[config.mk]
export PLATFORM = sky130hd
export DESIGN_NAME = key_matrix_event_encoder
export DESIGN_NICKNAME = d
export VERILOG_FILES = /design/src/design/kmee_pkg.sv /design/src/design/kmee_front.sv /design/src/design/kmee_queue.sv /design/src/design/kmee_back.sv /design/src/design/key_matrix_event_encoder.sv
export SDC_FILE = /design/constraint.sdc
export NUM_CORES = 1
export LEC_CHECK = 0
export ABC_AREA = 1
export BUFFER_PORTS_ARGS = -buffer_cell sky130_fd_sc_hd__buf_2
export CORE_UTILIZATION = 54
export DETAILED_ROUTE_END_ITERATION = 6
export HOLD_SLACK_MARGIN = 0.06
export PLACE_DENSITY_LB_ADDON = 0.2
export SYNTH_ARGS = -nofsm -noshare
export SYNTH_HDL_FRONTEND = slang
export SYNTH_SLANG_ARGS = --single-unit
[constraint.sdc]
create_clock -name clk -period 7.3 [get_ports clk]
set_clock_uncertainty 0.15 [all_clocks]
set_input_delay 1.825 -clock clk [delete_from_list [all_inputs] [get_ports clk]]
set_output_delay 1.825 -clock clk [all_outputs]
set_load 0.02 [all_outputs]
[src/design/kmee_pkg.sv]
// ----------------------------------------------------------------------------
// Keyboard matrix event encoder package
// Shared widths, scan-code table, key codes, queue entry and state types.
// ----------------------------------------------------------------------------
package kmee_pkg;

    localparam int ROW_COUNT    = 8;
    localparam int COLUMN_COUNT = 9;
    localparam int TABLE_ROWS   = 8;
    localparam int TABLE_COLS   = 9;

    localparam int ROW_W     = 3;
    localparam int COL_W     = 9;
    localparam int CODE_W    = 8;
    localparam int COL_IDX_W = (COL_W > 1) ? $clog2(COL_W) : 1;
    localparam int ROW_IDX_W = (ROW_COUNT > 1) ? $clog2(ROW_COUNT) : 1;

    localparam int QUEUE_DEPTH = 2;
    localparam int QUEUE_AW    = (QUEUE_DEPTH > 1) ? $clog2(QUEUE_DEPTH) : 1;
    localparam int QCNT_W      = $clog2(QUEUE_DEPTH + 1);

    typedef logic [ROW_W-1:0]     row_t;
    typedef logic [COL_W-1:0]     cols_t;
    typedef logic [CODE_W-1:0]    code_t;
    typedef logic [COL_IDX_W-1:0] col_idx_t;

    localparam code_t RELEASE_FLAG = 8'h80;
    localparam code_t CODE_LSHIFT  = 8'h2a;
    localparam code_t CODE_RSHIFT  = 8'h36;
    localparam code_t CODE_CAPS    = 8'h3a;
    localparam code_t CODE_CTRL    = 8'h1d;
    localparam code_t CODE_ALT     = 8'h5c;
    localparam code_t CODE_OS      = 8'h5b;
    localparam code_t CODE_STOP    = 8'h61;
    localparam code_t CODE_C       = 8'h2e;

    localparam code_t MOD_CAPS  = 8'h04;
    localparam code_t MOD_SHIFT = 8'h08;
    localparam code_t MOD_CTRL  = 8'h10;
    localparam code_t MOD_ALT   = 8'h20;
    localparam code_t MOD_OS    = 8'h40;

    localparam int CAPS_BIT = 2;

    // One queued row: its row number, the new column state and the
    // columns that still have to produce an event.
    typedef struct packed {
        row_t  row;
        cols_t now;
        cols_t emit;
    } job_t;

    typedef enum logic {
        BACK_IDLE,
        BACK_EMIT
    } back_state_t;

    localparam code_t CODE_TABLE [TABLE_ROWS][TABLE_COLS] = '{
        '{8'h65, 8'h1c, 8'h69, 8'h41, 8'h3b, 8'h3d, 8'h3f, 8'h68, 8'h6a},
        '{8'h04, 8'h11, 8'h1e, 8'h05, 8'h2c, 8'h1f, 8'h12, 8'h2a, 8'h00},
        '{8'h06, 8'h13, 8'h20, 8'h07, 8'h2e, 8'h21, 8'h14, 8'h2d, 8'h00},
        '{8'h08, 8'h15, 8'h22, 8'h09, 8'h30, 8'h23, 8'h16, 8'h2f, 8'h00},
        '{8'h0a, 8'h17, 8'h24, 8'h0b, 8'h32, 8'h25, 8'h18, 8'h31, 8'h00},
        '{8'h0c, 8'h19, 8'h26, 8'h3a, 8'h34, 8'h27, 8'h1a, 8'h33, 8'h00},
        '{8'h0d, 8'h1b, 8'h28, 8'h63, 8'h36, 8'h5c, 8'h0f, 8'h35, 8'h6b},
        '{8'h02, 8'h01, 8'h1d, 8'h03, 8'h39, 8'h5b, 8'h10, 8'h61, 8'h00}
    };

    function automatic code_t code_lookup(input row_t row, input col_idx_t col);
        code_t result;
        result = '0;
        if ((int'(row) < TABLE_ROWS) && (int'(col) < TABLE_COLS))
        begin
            result = CODE_TABLE[row][col];
        end
        return result;
    endfunction

    function automatic cols_t column_mask();
        cols_t m;
        for (int i = 0; i < COL_W; i++)
        begin
            m[i] = (i < COLUMN_COUNT);
        end
        return m;
    endfunction

    // Columns of a row that carry a nonzero scan code
    function automatic cols_t coded_columns(input row_t row);
        cols_t m;
        for (int i = 0; i < COL_W; i++)
        begin
            m[i] = (code_lookup(row, col_idx_t'(i)) != '0);
        end
        return m;
    endfunction

endpackage

[src/design/kmee_front.sv]
// ----------------------------------------------------------------------------
// Front end
// Accepts scanned rows, diffs them against the row store and queues the
// columns that must produce events.
// ----------------------------------------------------------------------------
module kmee_front
    import kmee_pkg::*;
(
    input  logic  clk,
    input  logic  rst_n,
    input  logic  in_valid,
    output logic  in_ready,
    input  row_t  row_number,
    input  cols_t column_bits,
    input  logic  queue_full,
    output logic  job_push,
    output job_t  job_data
);

    cols_t store_reg [ROW_COUNT];

    logic                 accept;
    logic                 row_ok;
    logic [ROW_IDX_W-1:0] row_idx;
    cols_t                now_bits;
    cols_t                changed;
    cols_t                emit;

    assign in_ready = !queue_full;
    assign accept   = in_valid && in_ready;
    assign row_ok   = (int'(row_number) < ROW_COUNT);
    assign row_idx  = row_number[ROW_IDX_W-1:0];
    assign now_bits = column_bits & column_mask();
    assign changed  = store_reg[row_idx] ^ now_bits;
    assign emit     = changed & coded_columns(row_number);

    assign job_push      = accept && row_ok && (emit != '0);
    assign job_data.row  = row_number;
    assign job_data.now  = now_bits;
    assign job_data.emit = emit;

    always_ff @(posedge clk or negedge rst_n)
    begin
        if (!rst_n)
        begin
            for (int i = 0; i < ROW_COUNT; i++)
            begin
                store_reg[i] <= '0;
            end
        end
        else if (accept && row_ok)
        begin
            store_reg[row_idx] <= now_bits;
        end
    end

endmodule

[src/design/kmee_queue.sv]
// ----------------------------------------------------------------------------
// Row queue
// Small FIFO of pending rows between the front and back ends.
// ----------------------------------------------------------------------------
module kmee_queue
    import kmee_pkg::*;
(
    input  logic clk,
    input  logic rst_n,
    input  logic push,
    input  job_t push_data,
    output logic full,
    input  logic pop,
    output job_t pop_data,
    output logic empty
);

    job_t                entry_reg [QUEUE_DEPTH];
    logic [QUEUE_AW-1:0] wr_ptr_reg;
    logic [QUEUE_AW-1:0] wr_ptr_next;
    logic [QUEUE_AW-1:0] rd_ptr_reg;
    logic [QUEUE_AW-1:0] rd_ptr_next;
    logic [QCNT_W-1:0]   count_reg;
    logic [QCNT_W-1:0]   count_next;
    logic                do_push;
    logic                do_pop;

    assign full     = (count_reg == QCNT_W'(QUEUE_DEPTH));
    assign empty    = (count_reg == '0);
    assign do_push  = push && !full;
    assign do_pop   = pop && !empty;
    assign pop_data = entry_reg[rd_ptr_reg];

    always_comb
    begin
        wr_ptr_next = wr_ptr_reg;
        rd_ptr_next = rd_ptr_reg;
        count_next  = count_reg;
        if (do_push)
        begin
            wr_ptr_next = (wr_ptr_reg == QUEUE_AW'(QUEUE_DEPTH - 1)) ? '0
                                                                     : wr_ptr_reg + 1'b1;
        end
        if (do_pop)
        begin
            rd_ptr_next = (rd_ptr_reg == QUEUE_AW'(QUEUE_DEPTH - 1)) ? '0
                                                                     : rd_ptr_reg + 1'b1;
        end
        if (do_push && !do_pop)
        begin
            count_next = count_reg + 1'b1;
        end
        else if (do_pop && !do_push)
        begin
            count_next = count_reg - 1'b1;
        end
    end

    always_ff @(posedge clk or negedge rst_n)
    begin
        if (!rst_n)
        begin
            wr_ptr_reg <= '0;
            rd_ptr_reg <= '0;
            count_reg  <= '0;
        end
        else
        begin
            wr_ptr_reg <= wr_ptr_next;
            rd_ptr_reg <= rd_ptr_next;
            count_reg  <= count_next;
        end
    end

    always_ff @(posedge clk)
    begin
        if (do_push)
        begin
            entry_reg[wr_ptr_reg] <= push_data;
        end
    end

endmodule

[src/design/kmee_back.sv]
// ----------------------------------------------------------------------------
// Back end
// Walks the queued columns lowest first, tracks the modifier byte and
// registers one event per cycle, unless the output stalls, into the output stage.
// ----------------------------------------------------------------------------
module kmee_back
    import kmee_pkg::*;
(
    input  logic  clk,
    input  logic  rst_n,
    input  logic  queue_empty,
    input  job_t  queue_data,
    output logic  queue_pop,
    output logic  out_valid,
    input  logic  out_ready,
    output code_t key_code,
    output code_t modifier_bits,
    output logic  caps_led,
    output logic  break_request,
    output logic  last_of_row
);

    back_state_t state_reg;
    back_state_t state_next;
    job_t        job_reg;
    cols_t       rem_reg;
    cols_t       rem_next;
    code_t       mod_reg;
    code_t       mod_next;

    logic        out_valid_reg;
    code_t       key_code_reg;
    code_t       mod_out_reg;
    logic        break_reg;
    logic        last_reg;

    logic        load;
    logic        fire;
    col_idx_t    col;
    code_t       table_code;
    logic        pressed;
    code_t       event_code;
    logic        event_break;

    function automatic col_idx_t lowest_col(input cols_t m);
        col_idx_t idx;
        idx = '0;
        for (int i = COL_W - 1; i >= 0; i--)
        begin
            if (m[i])
            begin
                idx = col_idx_t'(i);
            end
        end
        return idx;
    endfunction

    function automatic code_t apply_mod(input code_t m, input code_t code, input logic down);
        code_t r;
        code_t bit_sel;
        r       = m;
        bit_sel = '0;
        case (code)
            CODE_LSHIFT, CODE_RSHIFT: bit_sel = MOD_SHIFT;
            CODE_CTRL:                bit_sel = MOD_CTRL;
            CODE_ALT:                 bit_sel = MOD_ALT;
            CODE_OS:                  bit_sel = MOD_OS;
            default:                  bit_sel = '0;
        endcase
        if (code == CODE_CAPS)
        begin
            if (down)
            begin
                r = m ^ MOD_CAPS;
            end
        end
        else if (down)
        begin
            r = m | bit_sel;
        end
        else
        begin
            r = m & ~bit_sel;
        end
        return r;
    endfunction

    assign col         = lowest_col(rem_reg);
    assign table_code  = code_lookup(job_reg.row, col);
    assign pressed     = job_reg.now[col];
    assign mod_next    = apply_mod(mod_reg, table_code, pressed);
    assign event_code  = pressed ? table_code : (table_code | RELEASE_FLAG);
    assign event_break = (event_code == CODE_STOP) ||
                         ((event_code == CODE_C) && ((mod_next & MOD_CTRL) != '0));
    assign rem_next    = rem_reg & ~(cols_t'(1) << col);

    // next state
    always_comb
    begin
        state_next = state_reg;
        case (state_reg)
            BACK_IDLE:
            begin
                if (!queue_empty)
                begin
                    state_next = BACK_EMIT;
                end
            end
            BACK_EMIT:
            begin
                if (fire && (rem_next == '0))
                begin
                    state_next = BACK_IDLE;
                end
            end
            default:
            begin
                state_next = BACK_IDLE;
            end
        endcase
    end

    // outputs
    always_comb
    begin
        load = 1'b0;
        fire = 1'b0;
        case (state_reg)
            BACK_IDLE:
            begin
                load = !queue_empty;
            end
            BACK_EMIT:
            begin
                fire = !out_valid_reg || out_ready;
            end
            default:
            begin
                load = 1'b0;
                fire = 1'b0;
            end
        endcase
    end

    assign queue_pop = load;

    always_ff @(posedge clk or negedge rst_n)
    begin
        if (!rst_n)
        begin
            state_reg     <= BACK_IDLE;
            mod_reg       <= '0;
            out_valid_reg <= 1'b0;
        end
        else
        begin
            state_reg <= state_next;
            if (fire)
            begin
                mod_reg       <= mod_next;
                out_valid_reg <= 1'b1;
            end
            else if (out_ready)
            begin
                out_valid_reg <= 1'b0;
            end
        end
    end

    always_ff @(posedge clk)
    begin
        if (load)
        begin
            job_reg <= queue_data;
            rem_reg <= queue_data.emit;
        end
        else if (fire)
        begin
            rem_reg <= rem_next;
        end
        if (fire)
        begin
            key_code_reg <= event_code;
            mod_out_reg  <= mod_next;
            break_reg    <= event_break;
            last_reg     <= (rem_next == '0);
        end
    end

    assign out_valid     = out_valid_reg;
    assign key_code      = key_code_reg;
    assign modifier_bits = mod_out_reg;
    assign caps_led      = mod_out_reg[CAPS_BIT];
    assign break_request = break_reg;
    assign last_of_row   = last_reg;

endmodule

[src/design/key_matrix_event_encoder.sv]
// ----------------------------------------------------------------------------
// Keyboard matrix event encoder
// Row diff front end, two-row queue, serial event back end.
// ----------------------------------------------------------------------------
// The first event of a row passes the row queue, the back end's job register and
// its output stage. Events of a row (up to nine) leave one by one, held while the
// output stalls; the next row loads after the last. Rows without events skip the queue.
// The two-entry row queue lets the input side run ahead of the output side.
// Reset: row store, modifier byte, queue pointers and output valid clear asynchronously.
// ----------------------------------------------------------------------------
module key_matrix_event_encoder
    import kmee_pkg::*;
(
    input  logic  clk,
    input  logic  rst_n,
    input  logic  in_valid,
    output logic  in_ready,
    input  row_t  row_number,
    input  cols_t column_bits,
    output logic  out_valid,
    input  logic  out_ready,
    output code_t key_code,
    output code_t modifier_bits,
    output logic  caps_led,
    output logic  break_request,
    output logic  last_of_row
);

    logic job_push;
    job_t job_in;
    logic queue_full;
    logic queue_pop;
    job_t job_out;
    logic queue_empty;

    kmee_front u_front
    (
        .clk         (clk),
        .rst_n       (rst_n),
        .in_valid    (in_valid),
        .in_ready    (in_ready),
        .row_number  (row_number),
        .column_bits (column_bits),
        .queue_full  (queue_full),
        .job_push    (job_push),
        .job_data    (job_in)
    );

    kmee_queue u_queue
    (
        .clk       (clk),
        .rst_n     (rst_n),
        .push      (job_push),
        .push_data (job_in),
        .full      (queue_full),
        .pop       (queue_pop),
        .pop_data  (job_out),
        .empty     (queue_empty)
    );

    kmee_back u_back
    (
        .clk           (clk),
        .rst_n         (rst_n),
        .queue_empty   (queue_empty),
        .queue_data    (job_out),
        .queue_pop     (queue_pop),
        .out_valid     (out_valid),
        .out_ready     (out_ready),
        .key_code      (key_code),
        .modifier_bits (modifier_bits),
        .caps_led      (caps_led),
        .break_request (break_request),
        .last_of_row   (last_of_row)
    );

endmodule

==> qor.json <==
{
  "grt_antenna_before_repair": 0,
  "synthDistinctLibCells": 41,
  "dp.cells": 1139,
  "hpwlAfterDp_mm": 12.2,
  "insertion_delay_ns": 0.42,
  "holdCritPathClass": "flop to flop",
  "route.final.wire_length_mm": 18.2,
  "cap_violations": 0,
  "wire_length_of_the_first_global_routing_pass_mm": 30.9,
  "final-setup-viol-count": 0,
  "drt-pass1-iter-count": 7,
  "launching_element_type_of_the_critical_path": "input pin",
  "cts_hold_repair.buffers": 0,
  "global_route.usage.total_pct": 25.0,
  "place.gp.congestion": 0.914,
  "die_w_um": 126,
  "drive_gt1_share_pct": 11.2,
  "detailed_place.area_um2": 8480,
  "fin_crit_period_ns": 4.73,
  "cts_buffers": 17,
  "placementRows": 44,
  "synthesis_warning_total": 0,
  "port_buffers": 33,
  "cts_tree": "yes",
  "core_region_area_um2": 14700,
  "report.power.total_mw": 4.11,
  "fin_tns_setup_ns": 0,
  "post_synth_instance_area_um2": 8240,
  "power_density_nw_per_um2": 454,
  "crit_end": "u_queue.entry_reg[0][5]$_DFFE_PP_",
  "critical_path.startpoint": "row_number[0]",
  "initial_utilization_pct": 56.1,
  "final_cell_mix": "nand2_1 (298), o21ai_0 (136), dfrtp_1 (83)",
  "cts_sinks": 161,
  "number_of_gates_given_a_new_drive_strength_after_cts": 0,
  "mux_share_of_post_synthesis_cell_area_pct": 0,
  "worstRegToRegCells": 13,
  "fmax_mhz": 211,
  "timing.final.hold_violations": 0,
  "synth_top_family_by_area": "simple AND/OR/NAND/NOR gates",
  "data_arrival_critical_path_ns": 4.63,
  "via_per_inst": 5.41,
  "ff2ff_setup_slack_ns": 4.45,
  "worst_pin_slew_ns": 0.852,
  "layout-area-overhead-vs-synth_pct": 9.91,
  "yosysSeqAreaShare_pct": 53.6,
  "postSynthCellCount": 956,
  "synth-adder-area-share_pct": 3.34,
  "timing.hold.ws_ns": 0.332,
  "post_cts_buffers": 0,
  "fin_nets": 1012,
  "critical-path-max-stage-delay_ns": 0.63,
  "drcViolationCount": 4,
  "regToRegEndpoint": "u_back.modifier_bits[5]$_DFFE_PP_",
  "synth-compound-area-share_pct": 11.3,
  "root_buffer": "clkbuf_16",
  "critical_path.cell_chain": "buf_2 > buf_4 > inv_2 > o21ai_0 > o22ai_1 > o21ai_1 > xor2_1 > nor3_1 > nor3b_1 > nand3_1 > nand3_1 > inv_1",
  "place_ws_ns": 2.18,
  "yosys_register_bits": 161,
  "maxSlewHeadroom_pct": 43.1,
  "detail_route.iter0.violations": 425,
  "route.detailed.wl_per_inst_um": 15.5,
  "final-instance-count-excl-fill": 1171,
  "utilization_pct": 61.6,
  "synth.avg_cell_area_um2": 8.62,
  "regToRegStartpoint": "u_back.job_reg[20]$_DFFE_PP_",
  "drv_slew": 0,
  "worst_path_clk_slew_ns": 0.06,
  "critical-path-top-cell-by-count": "nand3_1",
  "power.static_leakage_nw": 4.24,
  "yosys.area_share.xor_xnor_pct": 0.744,
  "critical_path.slowest_cell": "inv_1",
  "mostFrequentLayoutCell": "nand2_1",
  "failed_checks": "design-rule violations",
  "finalCritPeriodShare_pct": 64.8,
  "worst-endpoint-required_ns": 7.20,
  "via_count": 6330,
  "post-route-worst-setup-slack_ns": 2.57,
  "insertedDiodeCount": 0,
  "design.portCount": 37,
  "ctsHtreeMaxLevel": 4,
  "cp_max_fo": 45,
  "power.ir.vdd_worst_mv": 0.209,
  "endpoint_kind": "flop",
  "setup_repair_after_global_routing_missed_its_margin": "no",
  "timing_worst_setup_path_type": "input pin to flop",
  "globalRoute.totalOverflow": 0,
  "clock_tree.buffer_depth": 2,
  "antenna_violating_nets_post_route": 0,
  "grt_max_degree": 52,
  "largest_register_ffs": 72,
  "first_global_vias": 6225,
  "die_height_um": 126,
  "die-area_um2": 15800,
  "run_status": "finished, violations left",
  "post_synth_and_or_nand_nor_area_fraction_pct": 24.8,
  "finish.instance_area_um2": 9060
}
## cell usage after synthesis, drive strengths merged
| library cell | instances | area share, % |
|---|---|---|
| nand4 | 14 | 1.2 |
| o21ai | 141 | 8.6 |
| nand3b | 1 | 0.091 |
| o211ai | 2 | 0.18 |
| o21bai | 2 | 0.18 |
| clkbuf | 24 | 1.1 |
| inv | 79 | 3.6 |
| xnor2 | 1 | 0.11 |
| nor3 | 8 | 0.55 |
| nor3b | 1 | 0.091 |
| a21oi | 9 | 0.59 |
| nand2 | 311 | 15 |
| buf | 16 | 1.3 |
| o21a | 2 | 0.18 |
| a21boi | 1 | 0.091 |
| o22ai | 10 | 0.76 |
| and2 | 4 | 0.30 |
| xor2 | 6 | 0.64 |
| edfxtp | 78 | 28 |
| o221ai | 6 | 0.64 |
| dfrtp | 83 | 25 |
| ha | 22 | 3.3 |
| conb | 1 | 0.045 |
| nor2 | 78 | 3.9 |
| or2 | 1 | 0.076 |
| nand3 | 51 | 3.7 |
| clkinv | 3 | 0.14 |
| o31ai | 1 | 0.091 |
## worst max-delay path, delay by kind of cell
family / cells / cell delay [ns]
buffers and inverters: 4 / 1.46
AND/OR/NAND/NOR: 4 / 0.43
AO/OA/AOI/OAI: 3 / 0.54
XOR/XNOR: 1 / 0.31
## worst min-delay path by stage
stage / cells past startpoint / from / endpoint / slack [ns]
2_1_floorplan: 2 / u_queue.wr_ptr_reg$_DFFE_PN0P_ / u_queue.wr_ptr_reg$_DFFE_PN0P_ / 0.29
3_3_place_gp: 2 / u_front.store_reg[17]$_DFFE_PN0P_ / u_front.store_reg[17]$_DFFE_PN0P_ / 0.31
3_5_place_dp: 2 / u_back.mod_reg[6]$_DFFE_PN0P_ / u_back.mod_reg[6]$_DFFE_PN0P_ / 0.32
4_1_cts: 2 / u_front.store_reg[55]$_DFFE_PN0P_ / u_front.store_reg[55]$_DFFE_PN0P_ / 0.33
5_1_grt: 2 / u_front.store_reg[20]$_DFFE_PN0P_ / u_front.store_reg[20]$_DFFE_PN0P_ / 0.35
6_report: 2 / u_front.store_reg[18]$_DFFE_PN0P_ / u_front.store_reg[18]$_DFFE_PN0P_ / 0.33
## final cells by class
| cell class | count | area [um^2] |
|---|---|---|
| fillers | 1280 | 5640 |
| flip-flops and latches | 161 | 4420 |
| multi-input cells | 675 | 3330 |
| clock buffers | 19 | 443 |
| inverters | 82 | 308 |
| well taps | 184 | 230 |
| repair buffers | 37 | 198 |
| clock inverters | 13 | 135 |
## metal layers
metal / global-route usage, % / up-vias / share of wire (%)
li1: - / 3189 / -
met2: 43.5 / 157 / 50
met4: 11.6 / 0 / 2.7
met1: 30.7 / 2953 / 43
met3: 3.94 / 31 / 3.8
met5: 0 / - / 0
## where the power goes
part	internal, mW	leakage [nW]	switching, mW
clock network	0.512	0.275	0.357
registers	1.40	1.79	0.193
logic	0.506	2.18	1.15
total	2.42	4.24	1.70
## kinds of logic after synthesis
logic type / Yosys count
flip-flops: 161
adder cells (fa/ha/maj): 22
buffers and inverters: 122
other: 1
XOR/XNOR: 7
AND/OR/NAND/NOR: 469
AO/OA/AOI/OAI: 174
(Power assumes the default switching activity.)
